### src/rtl/core/tlpc_pkg.sv
// Shared types, codes and constants for the tank level pump controller.
package tlpc_pkg;

  localparam int unsigned LEVEL_W = 16;
  localparam int unsigned BYTE_W  = 8;

  // Configuration register indexes and reset values.
  typedef logic [0:0] cfg_idx_t;
  localparam cfg_idx_t CFG_ZERO_REF  = 1'b0;
  localparam cfg_idx_t CFG_SWITCH_ON = 1'b1;

  localparam logic signed [LEVEL_W-1:0] ZERO_REF_RST  = 16'sd4300;
  localparam logic signed [LEVEL_W-1:0] SWITCH_ON_RST = 16'sd1000;

  localparam logic [BYTE_W-1:0]         FRAME_HEADER  = 8'hFF;
  localparam logic signed [LEVEL_W-1:0] LEVEL_ERR     = 16'sh8000;
  localparam logic signed [LEVEL_W-1:0] RAW_TIMEOUT   = -16'sd1;
  localparam logic signed [LEVEL_W-1:0] RAW_BAD_HDR   = -16'sd2;

  // User command characters.
  localparam logic [BYTE_W-1:0] CMD_ON    = 8'h31;  // '1'
  localparam logic [BYTE_W-1:0] CMD_OFF   = 8'h30;  // '0'
  localparam logic [BYTE_W-1:0] CMD_AUTO  = 8'h61;  // 'a'
  localparam logic [BYTE_W-1:0] CMD_FORCE = 8'h4F;  // 'O'
  localparam logic [BYTE_W-1:0] CMD_RAW   = 8'h72;  // 'r'

  // Position inside a sensor frame.
  localparam logic [1:0] FP_HEADER = 2'd0;
  localparam logic [1:0] FP_HIGH   = 2'd1;
  localparam logic [1:0] FP_LOW    = 2'd2;
  localparam logic [1:0] FP_CHECK  = 2'd3;

  typedef enum logic [1:0] {
    OP_SENSOR  = 2'd0,
    OP_TIMEOUT = 2'd1,
    OP_CMD     = 2'd2
  } op_t;

  typedef enum logic [2:0] {
    EV_NONE      = 3'd0,
    EV_GOOD      = 3'd1,
    EV_TIMEOUT   = 3'd2,
    EV_BAD_HDR   = 3'd3,
    EV_BAD_CSUM  = 3'd4,
    EV_RANGE     = 3'd5
  } event_t;

  typedef struct packed {
    logic [1:0]                frame_pos;
    logic [BYTE_W-1:0]         dist_hi;
    logic [BYTE_W-1:0]         dist_lo;
    logic                      relay;
    logic                      manual;
    logic                      forced;
    logic                      raw;
    logic signed [LEVEL_W-1:0] level;
  } state_t;

  localparam int unsigned OUT_DATA_W = 24;
  localparam int unsigned OUT_USER_W = 3;

endpackage

### src/rtl/core/tlpc_step.sv
// Next-state and event logic for one transaction: frame parsing, level, relay and commands.
module tlpc_step (
  input  tlpc_pkg::state_t                    st,
  input  logic [1:0]                          op,
  input  logic [tlpc_pkg::BYTE_W-1:0]         data_byte,
  input  logic signed [tlpc_pkg::LEVEL_W-1:0] zero_ref,
  input  logic signed [tlpc_pkg::LEVEL_W-1:0] switch_on,
  output tlpc_pkg::state_t                    st_nxt,
  output tlpc_pkg::event_t                    ev
);

  logic [tlpc_pkg::LEVEL_W-1:0]         distance;
  logic [tlpc_pkg::BYTE_W-1:0]          csum;
  logic signed [tlpc_pkg::LEVEL_W:0]    diff;
  logic signed [tlpc_pkg::LEVEL_W-1:0]  level_sat;
  logic                                 do_decide;

  assign distance = {st.dist_hi, st.dist_lo};
  assign csum = tlpc_pkg::FRAME_HEADER + st.dist_hi + st.dist_lo;
  assign diff = {zero_ref[tlpc_pkg::LEVEL_W-1], zero_ref}
              - $signed({2'b00, distance[tlpc_pkg::LEVEL_W-2:0]});

  // Only the negative side can overflow, since the distance is never negative.
  always_comb begin
    if (diff[tlpc_pkg::LEVEL_W] && !diff[tlpc_pkg::LEVEL_W-1]) begin
      level_sat = tlpc_pkg::LEVEL_ERR;
    end else begin
      level_sat = diff[tlpc_pkg::LEVEL_W-1:0];
    end
  end

  always_comb begin
    st_nxt    = st;
    ev        = tlpc_pkg::EV_NONE;
    do_decide = 1'b0;
    case (tlpc_pkg::op_t'(op))
      tlpc_pkg::OP_SENSOR: begin
        case (st.frame_pos)
          tlpc_pkg::FP_HEADER: begin
            if (data_byte == tlpc_pkg::FRAME_HEADER) begin
              st_nxt.frame_pos = tlpc_pkg::FP_HIGH;
            end else begin
              ev           = tlpc_pkg::EV_BAD_HDR;
              st_nxt.level = st.raw ? tlpc_pkg::RAW_BAD_HDR : tlpc_pkg::LEVEL_ERR;
              do_decide    = 1'b1;
            end
          end
          tlpc_pkg::FP_HIGH: begin
            st_nxt.dist_hi   = data_byte;
            st_nxt.frame_pos = tlpc_pkg::FP_LOW;
          end
          tlpc_pkg::FP_LOW: begin
            st_nxt.dist_lo   = data_byte;
            st_nxt.frame_pos = tlpc_pkg::FP_CHECK;
          end
          default: begin
            st_nxt.frame_pos = tlpc_pkg::FP_HEADER;
            do_decide        = 1'b1;
            if (csum != data_byte) begin
              ev = tlpc_pkg::EV_BAD_CSUM;
              if (!st.raw || distance[tlpc_pkg::LEVEL_W-1]) begin
                st_nxt.level = tlpc_pkg::LEVEL_ERR;
              end else begin
                st_nxt.level = -$signed(distance);
              end
            end else if (distance[tlpc_pkg::LEVEL_W-1]) begin
              ev           = tlpc_pkg::EV_RANGE;
              st_nxt.level = tlpc_pkg::LEVEL_ERR;
            end else begin
              ev           = tlpc_pkg::EV_GOOD;
              st_nxt.level = st.raw ? $signed(distance) : level_sat;
            end
          end
        endcase
      end
      tlpc_pkg::OP_TIMEOUT: begin
        ev               = tlpc_pkg::EV_TIMEOUT;
        st_nxt.frame_pos = tlpc_pkg::FP_HEADER;
        st_nxt.level     = st.raw ? tlpc_pkg::RAW_TIMEOUT : tlpc_pkg::LEVEL_ERR;
        do_decide        = 1'b1;
      end
      tlpc_pkg::OP_CMD: begin
        case (data_byte)
          tlpc_pkg::CMD_ON: begin
            st_nxt.relay  = 1'b1;
            st_nxt.manual = 1'b1;
          end
          tlpc_pkg::CMD_OFF: begin
            st_nxt.relay  = 1'b0;
            st_nxt.manual = 1'b1;
          end
          tlpc_pkg::CMD_AUTO: begin
            st_nxt.manual = 1'b0;
            st_nxt.forced = 1'b0;
            st_nxt.raw    = 1'b0;
          end
          tlpc_pkg::CMD_FORCE: begin
            st_nxt.forced = 1'b1;
          end
          tlpc_pkg::CMD_RAW: begin
            st_nxt.raw    = 1'b1;
            st_nxt.manual = 1'b1;
            st_nxt.relay  = 1'b0;
          end
          default: begin
          end
        endcase
      end
      default: begin
      end
    endcase

    // Relay decision after a finished measurement in normal mode.
    if (do_decide && !st.raw) begin
      if (st_nxt.level[tlpc_pkg::LEVEL_W-1] && st.relay && !st.forced) begin
        st_nxt.relay = 1'b0;
      end else if ((st_nxt.level > switch_on) && !st.relay && !st.manual) begin
        st_nxt.relay = 1'b1;
      end
    end
  end

endmodule

### src/rtl/core/tank_level_pump_controller.sv
// Top level of the tank level pump controller: channels, registers and state.
//
// Each input transaction is a sensor byte, a measurement timeout or a user
// command byte, and it yields exactly one output transaction carrying the relay
// drive, the latest level, the event code and the mode flags. A transaction
// is captured in the input register and then processed in a single pass
// into the output register, which presents its result, and one transaction
// per cycle is sustained while the output side keeps up; the input register
// holds one further transaction while a result waits. The two configuration
// registers must be written only while no transaction is in flight.
module tank_level_pump_controller #(
  parameter logic signed [tlpc_pkg::LEVEL_W-1:0] ZeroRefRst  = tlpc_pkg::ZERO_REF_RST,
  parameter logic signed [tlpc_pkg::LEVEL_W-1:0] SwitchOnRst = tlpc_pkg::SWITCH_ON_RST
) (
  input  logic                                clk,
  input  logic                                rst_n,
  input  logic                                in_tvalid,
  output logic                                in_tready,
  input  logic [tlpc_pkg::BYTE_W-1:0]         in_tdata,   // [7:0] data_byte
  input  logic [1:0]                          in_tuser,   // [1:0] op
  output logic                                out_tvalid,
  input  logic                                out_tready,
  // [0] relay_on, [16:1] level_mm, [17] manual_mode, [18] force_mode,
  // [19] raw_mode, [23:20] zero
  output logic [tlpc_pkg::OUT_DATA_W-1:0]     out_tdata,
  output logic [tlpc_pkg::OUT_USER_W-1:0]     out_tuser,  // [2:0] event_res
  input  logic                                cfg_we,
  input  tlpc_pkg::cfg_idx_t                  cfg_index,
  input  logic [tlpc_pkg::LEVEL_W-1:0]        cfg_wdata
);

  logic signed [tlpc_pkg::LEVEL_W-1:0] zero_ref_r;
  logic signed [tlpc_pkg::LEVEL_W-1:0] switch_on_r;

  logic                                in_valid_r;
  logic [1:0]                          in_op_r;
  logic [tlpc_pkg::BYTE_W-1:0]         in_byte_r;

  tlpc_pkg::state_t                    st_r;
  tlpc_pkg::state_t                    st_nxt;
  tlpc_pkg::event_t                    ev_nxt;

  logic                                out_valid_r;
  tlpc_pkg::state_t                    out_st_r;
  tlpc_pkg::event_t                    out_ev_r;

  logic                                advance;

  // The processing step moves whenever the output register is free or drained.
  assign advance   = !out_valid_r || out_tready;
  assign in_tready = !in_valid_r || advance;

  always_ff @(posedge clk) begin
    if (!rst_n) begin
      zero_ref_r  <= ZeroRefRst;
      switch_on_r <= SwitchOnRst;
    end else if (cfg_we) begin
      case (cfg_index)
        tlpc_pkg::CFG_ZERO_REF:  zero_ref_r  <= $signed(cfg_wdata);
        tlpc_pkg::CFG_SWITCH_ON: switch_on_r <= $signed(cfg_wdata);
        default: begin
        end
      endcase
    end
  end

  always_ff @(posedge clk) begin
    if (!rst_n) begin
      in_valid_r <= 1'b0;
    end else if (in_tready) begin
      in_valid_r <= in_tvalid;
    end
  end

  always_ff @(posedge clk) begin
    if (in_tready && in_tvalid) begin
      in_op_r   <= in_tuser;
      in_byte_r <= in_tdata;
    end
  end

  tlpc_step u_step (
    .st        (st_r),
    .op        (in_op_r),
    .data_byte (in_byte_r),
    .zero_ref  (zero_ref_r),
    .switch_on (switch_on_r),
    .st_nxt    (st_nxt),
    .ev        (ev_nxt)
  );

  always_ff @(posedge clk) begin
    if (!rst_n) begin
      st_r        <= '0;
      out_valid_r <= 1'b0;
    end else if (advance) begin
      out_valid_r <= in_valid_r;
      if (in_valid_r) begin
        st_r <= st_nxt;
      end
    end
  end

  always_ff @(posedge clk) begin
    if (advance && in_valid_r) begin
      out_st_r <= st_nxt;
      out_ev_r <= ev_nxt;
    end
  end

  assign out_tvalid = out_valid_r;
  assign out_tdata  = {4'b0000, out_st_r.raw, out_st_r.forced, out_st_r.manual,
                       out_st_r.level, out_st_r.relay};
  assign out_tuser  = out_ev_r;

  // Raw mode is only ever entered together with manual mode.
  a_raw_implies_manual: assert property (@(posedge clk) disable iff (!rst_n)
    st_r.raw |-> st_r.manual)
    else $error("raw mode set without manual mode");

  // In raw mode only commands may move the relay.
  a_raw_relay_hold: assert property (@(posedge clk) disable iff (!rst_n)
    advance && in_valid_r && st_r.raw && (in_op_r != tlpc_pkg::OP_CMD)
    |=> $stable(st_r.relay))
    else $error("relay changed by a measurement in raw mode");

  // A timeout always returns the parser to the frame start.
  a_timeout_resync: assert property (@(posedge clk) disable iff (!rst_n)
    advance && in_valid_r && (in_op_r == tlpc_pkg::OP_TIMEOUT)
    |=> st_r.frame_pos == tlpc_pkg::FP_HEADER)
    else $error("parser not at frame start after timeout");

  // A held input transaction is not lost while the output stalls.
  a_input_held: assert property (@(posedge clk) disable iff (!rst_n)
    in_valid_r && !advance |=> in_valid_r && $stable(in_op_r) && $stable(in_byte_r))
    else $error("input register lost a pending transaction");

endmodule

### config.mk
export PLATFORM = sky130hd
export DESIGN_NAME = tank_level_pump_controller
export DESIGN_NICKNAME = d
export VERILOG_FILES = /design/src/rtl/core/tlpc_pkg.sv /design/src/rtl/core/tlpc_step.sv /design/src/rtl/core/tank_level_pump_controller.sv
export SDC_FILE = /design/constraint.sdc
export NUM_CORES = 1
export LEC_CHECK = 0
export BUFFER_PORTS_ARGS = -buffer_cell sky130_fd_sc_hd__buf_2
export CAP_MARGIN = 20
export CORE_MARGIN = 10
export CORE_UTILIZATION = 57
export CTS_CLUSTER_DIAMETER = 30
export DETAILED_ROUTE_END_ITERATION = 7
export PLACE_DENSITY = 0.84
export RECOVER_POWER = 25
export SLEW_MARGIN = 30
export SYNTH_ARGS = -nofsm -noshare
export SYNTH_HDL_FRONTEND = slang
export SYNTH_HIERARCHICAL = 1
export SYNTH_SLANG_ARGS = --single-unit
### constraint.sdc
create_clock -name clk -period 11.05 [get_ports clk]
set_input_delay 1.6575 -clock clk [delete_from_list [all_inputs] [get_ports clk]]
set_output_delay 1.6575 -clock clk [all_outputs]
set_load 0.03 [all_outputs]
==> results of run 1 <==
power by group:
| group | total (W) | switching, W | internal [W] |
|---|---|---|---|
| sequential | 0.000427 | 0.0000129 | 0.000414 |
| clock | 0.000374 | 0.000146 | 0.000228 |
| combinational | 0.000141 | 0.0000891 | 0.0000522 |
layout by cell type, fill, tap and decap left out, types with 4 or more instances in the layout:
cell type / synthesis / final
and2_1: 5 / 4
a311oi_1: 6 / 6
dfxtp_1: 72 / 72
buf_2: 5 / 55
nor3_1: 11 / 11
a31oi_1: 10 / 10
ha_1: 49 / 49
a21boi_0: 22 / 23
xnor2_1: 25 / 25
mux2i_1: 38 / 38
nor2b_1: 8 / 7
xor2_1: 12 / 12
nand2_1: 182 / 182
nand2b_1: 5 / 5
a2bb2oi_1: 6 / 6
a21oi_1: 50 / 50
nand3b_1: 5 / 5
nand4_1: 10 / 10
o21ai_1: 4 / 4
o211ai_1: 8 / 8
o21a_1: 15 / 15
nor2_1: 32 / 32
a21o_1: 12 / 12
o21ai_0: 28 / 28
and3_1: 5 / 5
a211oi_1: 4 / 4
inv_1: 53 / 53
nand3_1: 22 / 22
clkbuf_16: 0 / 9
o22ai_1: 6 / 6
a2111oi_1: 4 / 4
or3_1: 4 / 4
edfxtp_1: 33 / 33
conb_1: 1 / 4
synthesized netlist by cell type (11+ instances only):
library cell  instances  area (um2)
nand2_1             182         683
dfxtp_1              72        1440
inv_1                53         199
a21oi_1              50         250
ha_1                 49         613
mux2i_1              38         380
edfxtp_1             33         991
nor2_1               32         120
clkbuf_1             29         109
o21ai_0              28         140
xnor2_1              25         219
a21boi_0             22         165
nand3_1              22         110
o21a_1               15         113
a21o_1               12        90.1
xor2_1               12         105
nor3_1               11        55.1
final timing paths:
| kind | from | endpoint | cells past startpoint |
|---|---|---|---|
| worst max-delay path | st_r[29] | st_r[19] | 22 |
| worst max register to register | st_r[29] | st_r[19] | 22 |
| worst min register to register | switch_on_r[2] | switch_on_r[2] | 2 |
| worst min-delay path | switch_on_r[2] | switch_on_r[2] | 2 |
flip-flops by register name, indices dropped and copies added (netlist names):
register and cells:
in_byte_r 8, in_op_r 2, in_valid_r 1, out_tdata 20, out_tuser 3, out_tvalid 1, st_r 38, switch_on_r 16
zero_ref_r 16
worst max-delay path, stage by stage, from the launching register on:
cell	delay (ns)
dfxtp_1	0.44
inv_1	0.14
ha_1	0.29
inv_1	0.06
ha_1	0.17
inv_1	0.06
fa_1	0.49
xor2_1	0.14
nand4_1	0.09
or4b_1	0.51
or3b_1	0.71
a311o_1	0.44
a32oi_1	0.28
ha_1	0.31
and3_1	0.18
a221oi_1	0.26
nor2b_1	0.07
o21ai_0	0.15
o2111ai_1	0.13
a21oi_1	0.18
a211oi_1	0.08
nand2_1	0.09
mux2i_1	0.12
area by class of cell:
cell class | count | area, um2 | share of cell area [%]
flip-flops and latches | 105 | 2430 | 31.7
clock inverters | 6 | 113 | 1.47
repair buffers | 60 | 305 | 3.98
well taps | 168 | 210 | 2.74
clock buffers | 10 | 239 | 3.11
inverters | 54 | 203 | 2.64
multi-input cells | 644 | 4170 | 54.4
stage by stage:
step	utilization, %	total power (W)	worst slack [ns]	hold WS, ns	area (um2)
after detailed placement	60.8	0.000572	5.65	0.455	7330
after global placement	60.8	0.000570	5.76	0.448	7330
after floorplan	-	0.000535	6.23	0.431	7090
final	63.6	0.000942	5.52	0.467	7670
after global routing	63.6	0.000974	4.97	0.483	7670
after CTS	63.7	0.000942	5.62	0.465	7680
cells by family (layout without fill, tap and decap cells):
family	count (synthesis)	in the layout	share of synthesized area, %
DFF	105	105	34.4
AOI/OAI and AO/OA	207	207	19.8
adders and majority gates	51	51	9.23
muxes	39	39	5.53
and+or+nand+nor	306	306	19.5
other	1	4	0.0530
buffers and inverters	105	130	6.88
xor gates and xnor gates	37	37	4.58
metal layers:
metal  GRT usage [%]  up-vias
li1                -     3028
met1            27.7     2917
met2            34.3      291
met3            3.89       41
met4            9.39        0
met5               0        -
==> results.cfg, run 1 <==
[outcome]
status = complete, but fails checks
violations = max-capacitance violations, max-slew violations

[routing]
dr_wl_met3_mm = 1.53
ant_nets = 0
routed-wl-met2_mm = 8.87
drc = 0
top_layer_used = met4
drt_first_iter_violations = 633
routed_wl_mm = 19.1
wl_met1_mm = 8.15
dr.pass1.iters = 5
viasPerCell = 6.00
vias = 6277
wl_per_cell_um = 18.3

[final_layout]
num_antenna_cells = 0
area_growth_syn_to_layout_pct = 8.43
layout.nets = 957
drive_above_1_share_pct = 9.67
finalNonFillerCells = 1047
fill_cells = 1027

[global_route]
grt_pass1_wl_mm = 30.6
overflow = 0
antenna_found_initial = 0
grt_max_degree = 111
track_usage_pct = 21.5
grt_pass1_vias = 5861

[worst_setup_path]
r2r_slack_ns = 5.52
path_class = register to register
path_max_fanout = 23
cp.required_ns = 11.26
start_kind = register
worstPathArrival_ns = 5.74
cp-end-kind = register

[hold_path]
holdCritPathClass = register to register

[pwr]
power_density_mw_per_mm2 = 123
leakage_nw = 3.04
ir_worst_vdd_uv = 84.8

[die]
initial_utilization_pct = 58.7
die_w_um = 131
dieArea_mm2 = 0.0173
core_area_mm2 = 0.0121
boundaryPins = 61
die_y_um = 131
row_count = 40

[cts]
numCtsBuffers = 9
insertion_delay_ns = 0.36
cts_root_buf = clkbuf_16
htree_levels = 3
cts_tree = done
cts.path.max_buffers = 2
post_cts.resized_instances = 0
cts_setup_buffers = 0
path_clk_slew_ns = 0.07
clkSinkCount = 105
hold_buffers = 0

[logic_synthesis]
ys_async_sr_fraction_pct = 0
yosysUniqueCellTypes = 73
yosys_register_bits = 105
synth-main-ff-cell = dfxtp_1
synth_cells = 851
synth.avg_cell_area_um2 = 8.32
syn_area_mm2 = 0.00708
ys_seq_area_share_pct = 34.4
synth_edf_count = 33
yosysWarnings = 6

[sta]
maxClockFrequency_ghz = 0.181
hold_viol_final = 0
tightest_slew_ns = 4.37
slew_violations = 111
period_needed_ns = 5.53
finalCritPeriodShare_pct = 50.1
relSlewSlack_pct = -191
setup_viol = 0
clock_skew_ns = 0.00632
rsz0062_at_grt = false
setup-tns-final_ns = 0

[placed_design]
io_buffers = 56
place_inst = 1031
place_congestion = 0.980
dpl.hpwl_mm = 14.0

[flow_run]
cap_violations = 1
Power figures use the tool's default switching activity.
==> run 2, diff against run 1 <==
--- a/config.mk
+++ b/config.mk
@@ -5,13 +5,14 @@
 export SDC_FILE = /design/constraint.sdc
 export NUM_CORES = 1
 export LEC_CHECK = 0
+export ABC_AREA = 1
 export BUFFER_PORTS_ARGS = -buffer_cell sky130_fd_sc_hd__buf_2
 export CAP_MARGIN = 20
 export CORE_MARGIN = 10
 export CORE_UTILIZATION = 57
 export CTS_CLUSTER_DIAMETER = 30
 export DETAILED_ROUTE_END_ITERATION = 7
-export PLACE_DENSITY = 0.84
+export PLACE_DENSITY = 0.83
 export RECOVER_POWER = 25
 export SLEW_MARGIN = 30
 export SYNTH_ARGS = -nofsm -noshare
==> constraint.sdc (replaced) <==
create_clock -name clk -period 5.5 [get_ports clk]
set_input_delay 0.825 -clock clk [delete_from_list [all_inputs] [get_ports clk]]
set_output_delay 0.825 -clock clk [all_outputs]
set_load 0.03 [all_outputs]
==> run 2 against run 1 <==
  * The flow now finishes without violations
  * Utilization down 0.82 points
  * Critical path depth up 13
  * Register-to-register slack worse by 4.8 ns
  * Maximum frequency up 16%
  * Hold slack better by 0.012 ns
  * Flip-flop and latch count unchanged
  * Sequential share of layout area down 2.7 points
  * Global-route usage up 1.9 points
  * Via count up 24%
  * Critical path type unchanged
  * Critical endpoint unchanged
==> results.cfg, run 2 <==
[outcome]
status = complete, no violations

[pwr]
total_power_w = 0.00221
leakage_nw = 4.11
ir_worst_vdd_uv = 142
power_density_mw_per_mm2 = 264

[final_layout]
seqCellArea_mm2 = 0.00243
final_util_pct = 62.8
drive_above_1_share_pct = 8.61
largest_reg_flops = 38
multi_input_area_mm2 = 0.00443
layout.nets = 1321
final_common_cell = nand2_1
mostFrequentLayoutCells = nand2_1, inv_1, nor2_1
fill_cells = 1255
regMostFlops = st_r
area_growth_syn_to_layout_pct = 7.17
num_antenna_cells = 0

[logic_synthesis]
synth_cells = 1209
syn_area_mm2 = 0.00782
synth.most_common_cell = nand2_1
synth_commonest_cells = nand2_1, inv_1, nor2_1
yosysWarnings = 6
yosys_register_bits = 105
synth.avg_cell_area_um2 = 6.47
yosysTopAreaCell = dfxtp_1
yosysUniqueCellTypes = 40
synth_edf_count = 33
synth_top_cell_area_share_pct = 18.4
synth.area.top_cells = dfxtp_1, nand2_1, edfxtp_1, inv_1, ha_1
ys_seq_area_share_pct = 31.1
ys_async_sr_fraction_pct = 0
synth-main-ff-cell = dfxtp_1

[placed_design]
io_buffers = 56
dp_slack_ns = 0.894
place_congestion = 1.01
dpl.hpwl_mm = 16.8

[sta]
timing.hold.ws_ns = 0.479
finalCritPeriodShare_pct = 86.5
setup_ws_ns = 0.741
hold_viol_final = 0
tightest_slew_ns = 0.898
rsz0062_at_grt = false
setup-tns-final_ns = 0
clock_skew_ns = 0.00860
setup_viol = 0
relSlewSlack_pct = 40.1
slew_violations = 0
maxClockFrequency_ghz = 0.210
period_needed_ns = 4.76

[routing]
viasPerCell = 5.49
ant_nets = 0
vias = 7792
dr.pass1.iters = 5
drc = 0
routed_wl_mm = 22.1
wl_per_cell_um = 15.5
drt_first_iter_violations = 905

[worst_setup_path]
r2r-end = st_r[19]
start_kind = register
r2r_cells = 35
cp.required_ns = 5.80
path_class = register to register
slowest_stage = dfxtp_1
r2r_slack_ns = 0.74
worstPathArrival_ns = 5.06
path_max_fanout = 9
cp-end-kind = register
timing.rr.start = st_r[29]
cpMostUsedCell = nand2_1
slowest_delay_ns = 0.45

[die]
initial_utilization_pct = 58.6
die_w_um = 137
boundaryPins = 61
dieArea_mm2 = 0.0188
die_y_um = 137
core_area_mm2 = 0.0133
row_count = 42

[cts]
path_clk_slew_ns = 0.08
cts_tree = done
hold_buffers = 0
post_cts.resized_instances = 0
htree_levels = 3
cts_root_buf = clkbuf_16
insertion_delay_ns = 0.36
numCtsBuffers = 9
clkSinkCount = 105
cts_setup_buffers = 0
cts.path.max_buffers = 2

[global_route]
grt_max_degree = 78
grt_pass1_wl_mm = 35.0
grt_pass1_vias = 6930
overflow = 0
antenna_found_initial = 0
track_usage_pct = 23.3

[hold_path]
holdPathStages = 2
min_to = switch_on_r[6]
holdCritPathClass = register to register
hp-start = switch_on_r[6]

[flow_run]
cap_violations = 0
run 2: cell count changes in the layout (fill, tap and decap cells not counted), sizes merged, moves of 24 or more:
cell | previous run | this run
a21boi | 24 | 0
a21oi | 50 | 110
inv | 54 | 187
mux2i | 38 | 0
nand2 | 182 | 302
nand3 | 22 | 117
nor2 | 33 | 157
o21ai | 32 | 66
run 2: metal layers:
layer / track usage (%) / part of all wire (%)
met5: 0 / 0
met4: 8.55 / 2.9
met2: 35.8 / 44
met3: 5.32 / 9.1
met1: 31.3 / 44
run 2: logic make-up after synthesis:
group | synth area share [%]
AO/OA/AOI/OAI | 12.8
AND/OR/NAND/NOR | 33.8
XOR/XNOR | 1.57
adder cells (fa/ha/maj) | 8.35
other | 0.0479
buffers and inverters | 12.4
flip-flops | 31.1
run 2: cell type report:
type	instances	share of cell area [%]
clock buffer	9	2.69
clock inverter	7	0.627
inverter	186	8.33
multi-input combinational	874	52.8
sequential	105	29.0
tap	176	2.63
timing repair buffer	62	3.87
run 2: worst max-delay path by stage:
stage                   from        to  slack [ns]
detailed placement  st_r[29]  st_r[19]        0.89
global route        st_r[29]  st_r[19]        0.38
CTS                 st_r[29]  st_r[19]        0.83
floorplan           st_r[21]  st_r[19]        1.68
global placement    st_r[29]  st_r[19]        0.98
finish              st_r[29]  st_r[19]        0.74
run 2: critical path: cells and delay by family, from the launching register on:
kind	cells	cell delay (ns)
AOI/OAI and AO/OA	1	0.39
adders and majority gates	4	1.26
buffers and inverters	8	0.63
DFF	1	0.45
and+or+nand+nor	22	1.97
run 2: metrics by stage:
step | instance area, um2 | instances
after global placement | 8110 | 1403
after detailed placement | 8110 | 1403
after CTS | 8390 | 1419
final | 8380 | 1419
after floorplan | 7830 | 1212
after global routing | 8380 | 1419
run 2: report_power, final:
| group | internal (W) | leakage [nW] | switching (W) |
|---|---|---|---|
| registers | 0.000853 | 0.913 | 0.0000473 |
| logic | 0.000236 | 3.07 | 0.000464 |
| clock network | 0.000310 | 0.131 | 0.000299 |
